$ cat config.mk
export PLATFORM = sky130hd
export DESIGN_NAME = debounced_up_down_button_counter
export DESIGN_NICKNAME = d
export VERILOG_FILES = /design/src/hdl/dbc_pkg.sv /design/src/hdl/dbc_core.sv /design/src/hdl/debounced_up_down_button_counter.sv
export SDC_FILE = /design/constraint.sdc
export NUM_CORES = 1
export LEC_CHECK = 0
export BUFFER_PORTS_ARGS = -buffer_cell sky130_fd_sc_hd__buf_2
export CAP_MARGIN = 25
export CORE_UTILIZATION = 45
export DETAILED_ROUTE_END_ITERATION = 10
export PLACE_DENSITY = 0.66
export SLEW_MARGIN = 20
export SYNTH_ARGS = -nofsm -noshare
export SYNTH_HDL_FRONTEND = slang
export SYNTH_HIERARCHICAL = 1
export SYNTH_SLANG_ARGS = --single-unit
$ cat constraint.sdc
create_clock -name clk -period 2.6 [get_ports clk]
set_clock_uncertainty 0.2 [all_clocks]
set_input_delay 0.13 -clock clk [delete_from_list [all_inputs] [get_ports clk]]
set_output_delay 0.13 -clock clk [all_outputs]
set_load 0.02 [all_outputs]
$ cat src/hdl/dbc_pkg.sv
// ----------------------------------------------------------------------------
// dbc_pkg: shared types and constants for the debounced button counter
// Holds the timer width, register indexes, phase codes and result type.
// ----------------------------------------------------------------------------
package dbc_pkg;

  // Width of the debounce down-timer.
  localparam int TIMER_WIDTH = 16;
  localparam int CFG_W       = 16;
  localparam int CFG_IDX_W   = 2;

  typedef logic [TIMER_WIDTH-1:0] timer_t;
  typedef logic [CFG_W-1:0]       cfg_word_t;

  // Configuration register indexes.
  localparam logic [CFG_IDX_W-1:0] REG_PRESS_WAIT   = 2'd0;
  localparam logic [CFG_IDX_W-1:0] REG_RELEASE_WAIT = 2'd1;
  localparam logic [CFG_IDX_W-1:0] REG_POLL         = 2'd2;

  // Reset values of the configuration registers.
  localparam cfg_word_t PRESS_WAIT_RST   = 16'd100;
  localparam cfg_word_t RELEASE_WAIT_RST = 16'd100;
  localparam cfg_word_t POLL_RST         = 16'd10;

  // Pending masks that move the count.
  localparam logic [3:0] MASK_UP   = 4'h4;
  localparam logic [3:0] MASK_DOWN = 4'h8;

  // Both buttons released (pins pulled up).
  localparam logic [1:0] LEVELS_RELEASED = 2'b11;

  // Phase codes as they appear on the result channel.
  localparam logic [1:0] PH_IDLE    = 2'd0;
  localparam logic [1:0] PH_PRESS   = 2'd1;
  localparam logic [1:0] PH_POLL    = 2'd2;
  localparam logic [1:0] PH_RELEASE = 2'd3;

  // Item kinds.
  localparam logic MODE_EDGE = 1'b0;
  localparam logic MODE_TICK = 1'b1;

  // One result item.
  typedef struct packed {
    logic [3:0] count_value;
    logic [1:0] phase;
    logic       press_taken;
  } dbc_result_t;

  // A loaded wait is truncated or extended to the timer width.
  function automatic timer_t load_ticks(input cfg_word_t ticks);
    return TIMER_WIDTH'(ticks);
  endfunction

endpackage

$ cat src/hdl/dbc_core.sv
// ----------------------------------------------------------------------------
// dbc_core: count, phase and debounce timer
// Holds the configuration and the debounce state, and computes the result
// of the presented item from the current state.
// ----------------------------------------------------------------------------
module dbc_core import dbc_pkg::*; (
  input  logic                 clk,
  input  logic                 rst_n,
  input  logic                 cfg_wr_en,
  input  logic [CFG_IDX_W-1:0] cfg_index,
  input  cfg_word_t            cfg_wdata,
  input  logic                 step_en,
  input  logic                 mode,
  input  logic [3:0]           pend_mask,
  input  logic [1:0]           button_levels,
  output dbc_result_t          res
);

  typedef enum logic [3:0] {
    ST_IDLE    = 4'b0001,
    ST_PRESS   = 4'b0010,
    ST_POLL    = 4'b0100,
    ST_RELEASE = 4'b1000
  } state_t;

  cfg_word_t press_wait_r;
  cfg_word_t release_wait_r;
  cfg_word_t poll_r;

  state_t     state_r, state_nxt;
  logic [3:0] count_r, count_nxt;
  timer_t     timer_r, timer_nxt;
  logic       taken;
  logic       fire;

  // Configuration writes; an index past the list is ignored.
  always_ff @(posedge clk) begin
    if (!rst_n) begin
      press_wait_r   <= PRESS_WAIT_RST;
      release_wait_r <= RELEASE_WAIT_RST;
      poll_r         <= POLL_RST;
    end else if (cfg_wr_en) begin
      case (cfg_index)
        REG_PRESS_WAIT:   press_wait_r   <= cfg_wdata;
        REG_RELEASE_WAIT: release_wait_r <= cfg_wdata;
        REG_POLL:         poll_r         <= cfg_wdata;
        default: ;
      endcase
    end
  end

  // The running wait ends on a tick that finds one or zero left.
  assign fire = (timer_r <= TIMER_WIDTH'(1));

  // Next state for the presented item.
  always_comb begin
    state_nxt = state_r;
    count_nxt = count_r;
    timer_nxt = timer_r;
    taken     = 1'b0;
    if (mode == MODE_EDGE) begin
      if (state_r == ST_IDLE) begin
        if (pend_mask == MASK_UP) begin
          count_nxt = count_r + 4'd1;
        end else if (pend_mask == MASK_DOWN) begin
          count_nxt = count_r - 4'd1;
        end
        timer_nxt = load_ticks(press_wait_r);
        state_nxt = ST_PRESS;
        taken     = 1'b1;
      end
    end else begin
      case (state_r)
        ST_PRESS: begin
          if (fire) begin
            timer_nxt = load_ticks(poll_r);
            state_nxt = ST_POLL;
          end else begin
            timer_nxt = timer_r - TIMER_WIDTH'(1);
          end
        end
        ST_POLL: begin
          if (fire) begin
            if (button_levels != LEVELS_RELEASED) begin
              timer_nxt = load_ticks(poll_r);
            end else begin
              timer_nxt = load_ticks(release_wait_r);
              state_nxt = ST_RELEASE;
            end
          end else begin
            timer_nxt = timer_r - TIMER_WIDTH'(1);
          end
        end
        ST_RELEASE: begin
          if (fire) begin
            timer_nxt = '0;
            state_nxt = ST_IDLE;
          end else begin
            timer_nxt = timer_r - TIMER_WIDTH'(1);
          end
        end
        default: ;
      endcase
    end
  end

  // State update on each accepted item.
  always_ff @(posedge clk) begin
    if (!rst_n) begin
      state_r <= ST_IDLE;
      count_r <= '0;
      timer_r <= '0;
    end else if (step_en) begin
      state_r <= state_nxt;
      count_r <= count_nxt;
      timer_r <= timer_nxt;
    end
  end

  // Result fields, taken after the update.
  always_comb begin
    res.count_value = count_nxt;
    res.press_taken = taken;
    case (state_nxt)
      ST_IDLE:    res.phase = PH_IDLE;
      ST_PRESS:   res.phase = PH_PRESS;
      ST_POLL:    res.phase = PH_POLL;
      ST_RELEASE: res.phase = PH_RELEASE;
      default:    res.phase = PH_IDLE;
    endcase
  end

endmodule

$ cat src/hdl/debounced_up_down_button_counter.sv
// ----------------------------------------------------------------------------
// debounced_up_down_button_counter: up/down count with timer debounce
// Stream wrapper around the debounce core with a two-entry result buffer.
// ----------------------------------------------------------------------------
// Each input item is a button edge event or a one-unit time tick, and each
// gives exactly one result item with the count, the phase and a flag for an
// accepted press. An item is taken in every cycle while the result buffer has
// room; its result is registered into the buffer and sent on the output in
// order. The buffer holds two results, so input keeps flowing after the output
// stalls until the skid entry is full. Configuration writes take effect at once
// and are meant for idle periods.
module debounced_up_down_button_counter import dbc_pkg::*; (
  input  logic                 clk,
  input  logic                 rst_n,
  // Configuration write port.
  input  logic                 cfg_wr_en,
  input  logic [CFG_IDX_W-1:0] cfg_index,
  input  cfg_word_t            cfg_wdata,
  // Input items.
  input  logic                 in_tvalid,
  output logic                 in_tready,
  input  logic [7:0]           in_tdata,   // [3:0] pend_mask, [5:4] button_levels
  input  logic                 in_tuser,   // [0] mode
  // Result items.
  output logic                 out_tvalid,
  input  logic                 out_tready,
  output logic [7:0]           out_tdata   // [3:0] count_value, [5:4] phase,
                                           // [6] press_taken
);

  dbc_result_t res;
  dbc_result_t main_r, main_nxt;
  dbc_result_t skid_r, skid_nxt;
  logic        main_v_r, main_v_nxt;
  logic        skid_v_r, skid_v_nxt;
  logic        push, pop;

  assign in_tready = !skid_v_r;
  assign push      = in_tvalid && in_tready;
  assign pop       = main_v_r && out_tready;

  dbc_core u_core (
    .clk           (clk),
    .rst_n         (rst_n),
    .cfg_wr_en     (cfg_wr_en),
    .cfg_index     (cfg_index),
    .cfg_wdata     (cfg_wdata),
    .step_en       (push),
    .mode          (in_tuser),
    .pend_mask     (in_tdata[3:0]),
    .button_levels (in_tdata[5:4]),
    .res           (res)
  );

  // Result buffer: main entry drives the port, skid entry catches overflow.
  always_comb begin
    main_nxt   = main_r;
    skid_nxt   = skid_r;
    main_v_nxt = main_v_r;
    skid_v_nxt = skid_v_r;
    if (pop) begin
      main_nxt   = skid_r;
      main_v_nxt = skid_v_r;
      skid_v_nxt = 1'b0;
    end
    if (push) begin
      if (!main_v_nxt) begin
        main_nxt   = res;
        main_v_nxt = 1'b1;
      end else begin
        skid_nxt   = res;
        skid_v_nxt = 1'b1;
      end
    end
  end

  always_ff @(posedge clk) begin
    if (!rst_n) begin
      main_v_r <= 1'b0;
      skid_v_r <= 1'b0;
    end else begin
      main_v_r <= main_v_nxt;
      skid_v_r <= skid_v_nxt;
    end
  end

  always_ff @(posedge clk) begin
    main_r <= main_nxt;
    skid_r <= skid_nxt;
  end

  assign out_tvalid = main_v_r;
  assign out_tdata  = {1'b0, main_r.press_taken, main_r.phase, main_r.count_value};

  // The skid entry is only ever filled behind a valid main entry.
  a_skid_behind_main: assert property (@(posedge clk) disable iff (!rst_n)
    skid_v_r |-> main_v_r)
    else $error("skid entry valid without main entry");

  // An accepted press always leaves the block in the press wait.
  a_press_phase: assert property (@(posedge clk) disable iff (!rst_n)
    (push && res.press_taken) |-> (res.phase == PH_PRESS))
    else $error("press taken without entering press wait");

  // A press is only taken for an edge item.
  a_press_on_edge: assert property (@(posedge clk) disable iff (!rst_n)
    (push && res.press_taken) |-> (in_tuser == MODE_EDGE))
    else $error("press taken on a tick item");

  // A held result stays put while the output stalls.
  a_main_holds: assert property (@(posedge clk) disable iff (!rst_n)
    (main_v_r && !out_tready) |=> (main_r == $past(main_r)))
    else $error("stalled result changed");

endmodule

Yosys cells after proc, flatten, opt, wreduce, memory -nomap -nowiden. Index checks and enable logic that the tools add are counted.

Register bits: 88. Bits of input ports: 32. Output and inout bits: 10.

Add/sub/neg operators: 3. $lt $le $gt $ge: 1. Eq/ne operators: 13. Mux-type cells: 29. Reductions and logical operators: 10.

Operator list (number): 16-bit two-way mux (6); 16-bit case mux with 3 select lines (1); 4-bit two-way mux (10); 7-bit two-way mux (3); 16-bit by 1-bit less-or-equal comparator with 1-bit output (second input constant) (1); 16-bit by 1-bit subtractor with 16-bit output (second input constant) (1); 4-bit by 3-bit equality test with 1-bit output (second input constant) (3); 4-bit equality test (second input constant) (3); 4-bit case mux with 3 select lines (1); 4-bit by 2-bit equality test with 1-bit output (second input constant) (2); 2-bit AND reduction (4); 1-bit two-way mux (7); 2-bit case mux with 3 select lines (1); 4-bit by 1-bit adder with 4-bit output (second input constant) (1); 4-bit by 1-bit equality test with 1-bit output (second input constant) (1); 4-bit by 1-bit != test with 1-bit output (second input constant) (1); 4-bit by 1-bit subtractor with 4-bit output (second input constant) (1); 3-bit AND reduction (1); 2-bit by 1-bit equality test with 1-bit output (second input constant) (1); 2-bit equality test (second input constant) (1); 1-bit logical AND (2); 2-bit logical NOT (1); 2-bit != test (second input constant) (1); 2-bit nonzero test (1); 1-bit logical NOT (1).

Depth between registers and ports, before layout.
Word-level depth: 9. Mapped depth: 10. Gate-level depth less buffers: 9.

Cells and area by module. The synthesis kept the hierarchy.

Modules (own cells, without submodules): dbc_core (times used 1, cells each 505, area each 3841.2 µm², seq. area each 1441.4 µm²); debounced_up_down_button_counter (times used 1, cells each 44, area each 621.8 µm², seq. area each 390.4 µm²).

Worst setup path before layout. OpenSTA, ideal clock, no wires.

Path type: register to register. From: reg u_core.timer_r[4]. To: reg main_r, in the netlist out_tdata[4]. Setup time: 121 ps. Arrival: 2155 ps. Data required time: 2279 ps. Path slack: 124 ps. Cell stages (with the launch flop): 8. Buffers on the path: 0. Period minus slack after synthesis: 2476 ps. Cells stage by stage: dfxtp_1 -> or4_4 -> or3_4 -> nor4_4 -> mux2i_1 -> nand2_1 -> o211a_1 -> mux2_2.

RTL lines: start: declaration (RTL line dbc_core.sv:32) `timer_t timer_r, timer_nxt;`; start signal: assignment (RTL line dbc_core.sv:116) `timer_r <= timer_nxt;`; end signal: assignment (RTL line debounced_up_down_button_counter.sv:88) `main_r <= main_nxt;`; end: declaration (RTL line debounced_up_down_button_counter.sv:32) `dbc_result_t main_r, main_nxt;`.

==> results_dict.tcl <==
set metrics [dict create \
    drv_cap 0 \
    crit_chain "or4_4 > or3_4 > nor4_4 > mux2i_1 > nand2_1 > o211a_1 > mux2_2" \
    syn_nets 585 \
    drive_above_1_share 0.1802 \
    drv_slew 0 \
    vias 4178 \
    clockBufferDepth 2 \
    most-common-layout-cells "nand2_1, dfxtp_1, a21oi_1, buf_2, buf_4" \
    setup_ws_ns 0.04772 \
    p_sw_mw 1.138 \
    htree_levels 3 \
    coreArea_sq_um 9415 \
    min_period_ns 2.552 \
    worst-path-buf-inv 0 \
    path_delay_family "simple AND/OR/NAND/NOR gates" \
    start_util 0.4740 \
    die_y_um 101.6 \
    synth_area_sq_um 4463 \
    utilization 0.5644 \
    pwr_density_cell_nw_per_um2 650.2 \
    clkPwrFrac 0.282 \
    cts.sinks 88 \
    ir_worst_vdd_mv 0.3970 \
    root_buffer "clkbuf_8" \
    pwr-share-seq 0.433 \
    cts_setup_buffers 0 \
    overflow 0 \
    slew_headroom 0.4642 \
    fmax_ghz 0.3918 \
    diodes 0 \
    wl_um 11540 \
    crit_slowest_cell "or4_4" \
    antenna_found_initial 0 \
    syn_avg_cell_area_sq_um 8.129 \
    syn-instance-count 549 \
    cts_tree "yes" \
    crit_arrival_ns 2.59 \
    synth_edf_count 7 \
    p_int_mw 2.317 \
    dp_hpwl_um 7713 \
    row_count 35 \
    hold_violations 0 \
    cp-end-kind "register" \
    worstSetupPathType "reg -> reg" \
    hold_class "in -> reg" \
    num_io_pins 42 \
    grt_use_total 0.2375 \
    io_buffers 38 \
    leakage_nw 2.053 \
    final_common_cell "nand2_1" \
    critPathMaxFanout 4 \
    grt_max_degree 51 \
    combPwrFrac 0.284 \
    rsz0062_at_grt "true" \
    dpl_worst_slack_ns 0.08099 \
    period_share 0.9816 \
    fillCellCount 908 \
    numCtsBuffers 9 \
    drcViolationCount 0 \
    dieArea_sq_um 10320 \
    vias_per_cell 5.608 \
    slowest_delay_ns 0.55 \
    area_growth_pct 19.06 \
    clk-insertion-delay-late_ns 0.36 \
    wire_per_inst_um 15.48 \
    antenna_left 0 \
    place_congestion 0.8751 \
    synth-seq-cells 88 \
    synth_ff_type "dfxtp_1" \
    tightest_slew_ns 0.8013 \
    synth-seq-area-share 0.4104 \
    cp-start-kind "register" \
    die_w_um 101.6 \
    setup-violations-final 0 \
    synth_warnings 6 \
    drtIter0Drc 238 \
    status "complete, no violations" \
    grt_pass1_vias 3977 \
    p_total_mw 3.455 \
    grt_pass1_wl_um 19140 \
    async_flop_share 0 \
    clk_pin_slew_ns 0.09 \
    final_nets 647 \
    swShare 0.3293 \
    first_pass_iters 5 \
    required_ns 2.64 \
    yosys.cell_types.count 73 \
]
power by group through the flow:
stage               Clock (mW)  Sequential (mW)  Combinational [mW]
floorplan                    0             1.54               0.643
global placement             0             1.52               0.922
detailed placement           0             1.53               0.935
CTS                       1.00             1.50               0.967
global route              1.06             1.51                1.08
finish                   0.976             1.50               0.983
synth_stat cells, types with 3 or more instances:
cell | instances | area [sq um]
xor2_1 | 6 | 52.55
nor4_1 | 3 | 18.77
o21a_1 | 4 | 30.03
dfxtp_1 | 81 | 1622
a22oi_1 | 3 | 22.52
clkbuf_1 | 23 | 86.33
nand3_1 | 15 | 75.07
nor3_1 | 10 | 50.05
a31oi_1 | 6 | 37.54
o21ai_1 | 3 | 15.01
edfxtp_1 | 7 | 210.2
a21oi_1 | 56 | 280.3
nor2b_1 | 4 | 25.02
a21boi_0 | 15 | 112.6
buf_2 | 7 | 35.03
inv_1 | 9 | 33.78
nand3b_1 | 3 | 22.52
nand2_1 | 135 | 506.7
nand4_1 | 3 | 18.77
o21ai_0 | 22 | 110.1
xnor2_1 | 9 | 78.83
buf_4 | 3 | 22.52
and2_1 | 5 | 31.28
nor2_1 | 19 | 71.32
ha_1 | 4 | 50.05
mux2_2 | 14 | 157.7
o211ai_1 | 21 | 157.7
per-layer routing:
metal | up-vias | track usage | part of all wire
li1 | 2063 | - | -
met1 | 1968 | 0.3080 | 0.46
met2 | 134 | 0.4023 | 0.48
met3 | 13 | 0.04210 | 0.047
met4 | 0 | 0.07135 | 0.0086
met5 | - | 0 | 0
worst register-to-register path, delay by kind of cell, from the launching register on:
| family | cells | cell delay [ns] |
|---|---|---|
| mux | 2 | 0.51 |
| compound gates | 1 | 0.14 |
| simple gates | 4 | 1.25 |
| flops | 1 | 0.33 |
registers in the layout, summed over array words and instances, names as in the netlist:
name / flops
u_core/count_r: 4
out_tdata: 7
u_core/state_r: 4
u_core/press_wait_r: 16
out_tvalid: 1
u_core/poll_r: 16
u_core/release_wait_r: 16
skid_r: 7
u_core/timer_r: 16
skid_v_r: 1
path summary, 6_finish.rpt:
path	end	cells after the start	slack [ns]	startpoint
min reg2reg	u_core/release_wait_r[4]	2	0.26	u_core/release_wait_r[4]
max	out_tdata[4]	7	0.05	u_core/timer_r[4]
max reg2reg	out_tdata[4]	7	0.05	u_core/timer_r[4]
min	u_core/poll_r[12]	3	0.06	rst_n
cell type report:
type,count,area [sq um],area share
multi-input combinational,416,2441,0.4594
clock inverter,7,78.83,0.01483
sequential,88,1833,0.3449
timing repair buffer,86,638.1,0.1201
inverter,10,37.54,0.007064
tap,129,161.4,0.03037
clock buffer,9,123.9,0.02331
per-stage QoR:
| step | cell area [sq um] | setup TNS [ns] | cells | hold WS, ns |
|---|---|---|---|---|
| after global routing | 5314 | -0.08352 | 745 | 0.07626 |
| after detailed placement | 4853 | 0 | 706 | 0.1773 |
| final | 5314 | 0 | 745 | 0.05746 |
| after floorplan | 4463 | 0 | 549 | 0.04379 |
| after CTS | 5276 | 0 | 744 | 0.08845 |
| after global placement | 4853 | 0 | 706 | 0.1703 |
kinds of logic (layout without fill, tap and decap cells):
logic type | count (synthesis) | count (layout) | share of synthesized area
compound gates | 156 | 156 | 0.2271
xor+xnor | 15 | 15 | 0.02944
fa+ha+maj | 4 | 4 | 0.01121
buf+inv | 45 | 112 | 0.04569
flops | 88 | 88 | 0.4104
mux | 15 | 15 | 0.03757
other cells | 1 | 1 | 0.0008402
simple gates | 225 | 225 | 0.2377
repair_timing:
action                                  4_1_cts  5_1_grt
hold buffers                                 22        0
endpoints found under the setup margin        0        3
endpoints found under the hold margin        52        0
resized for setup                             0        2
Power figures use the tool's default switching activity.
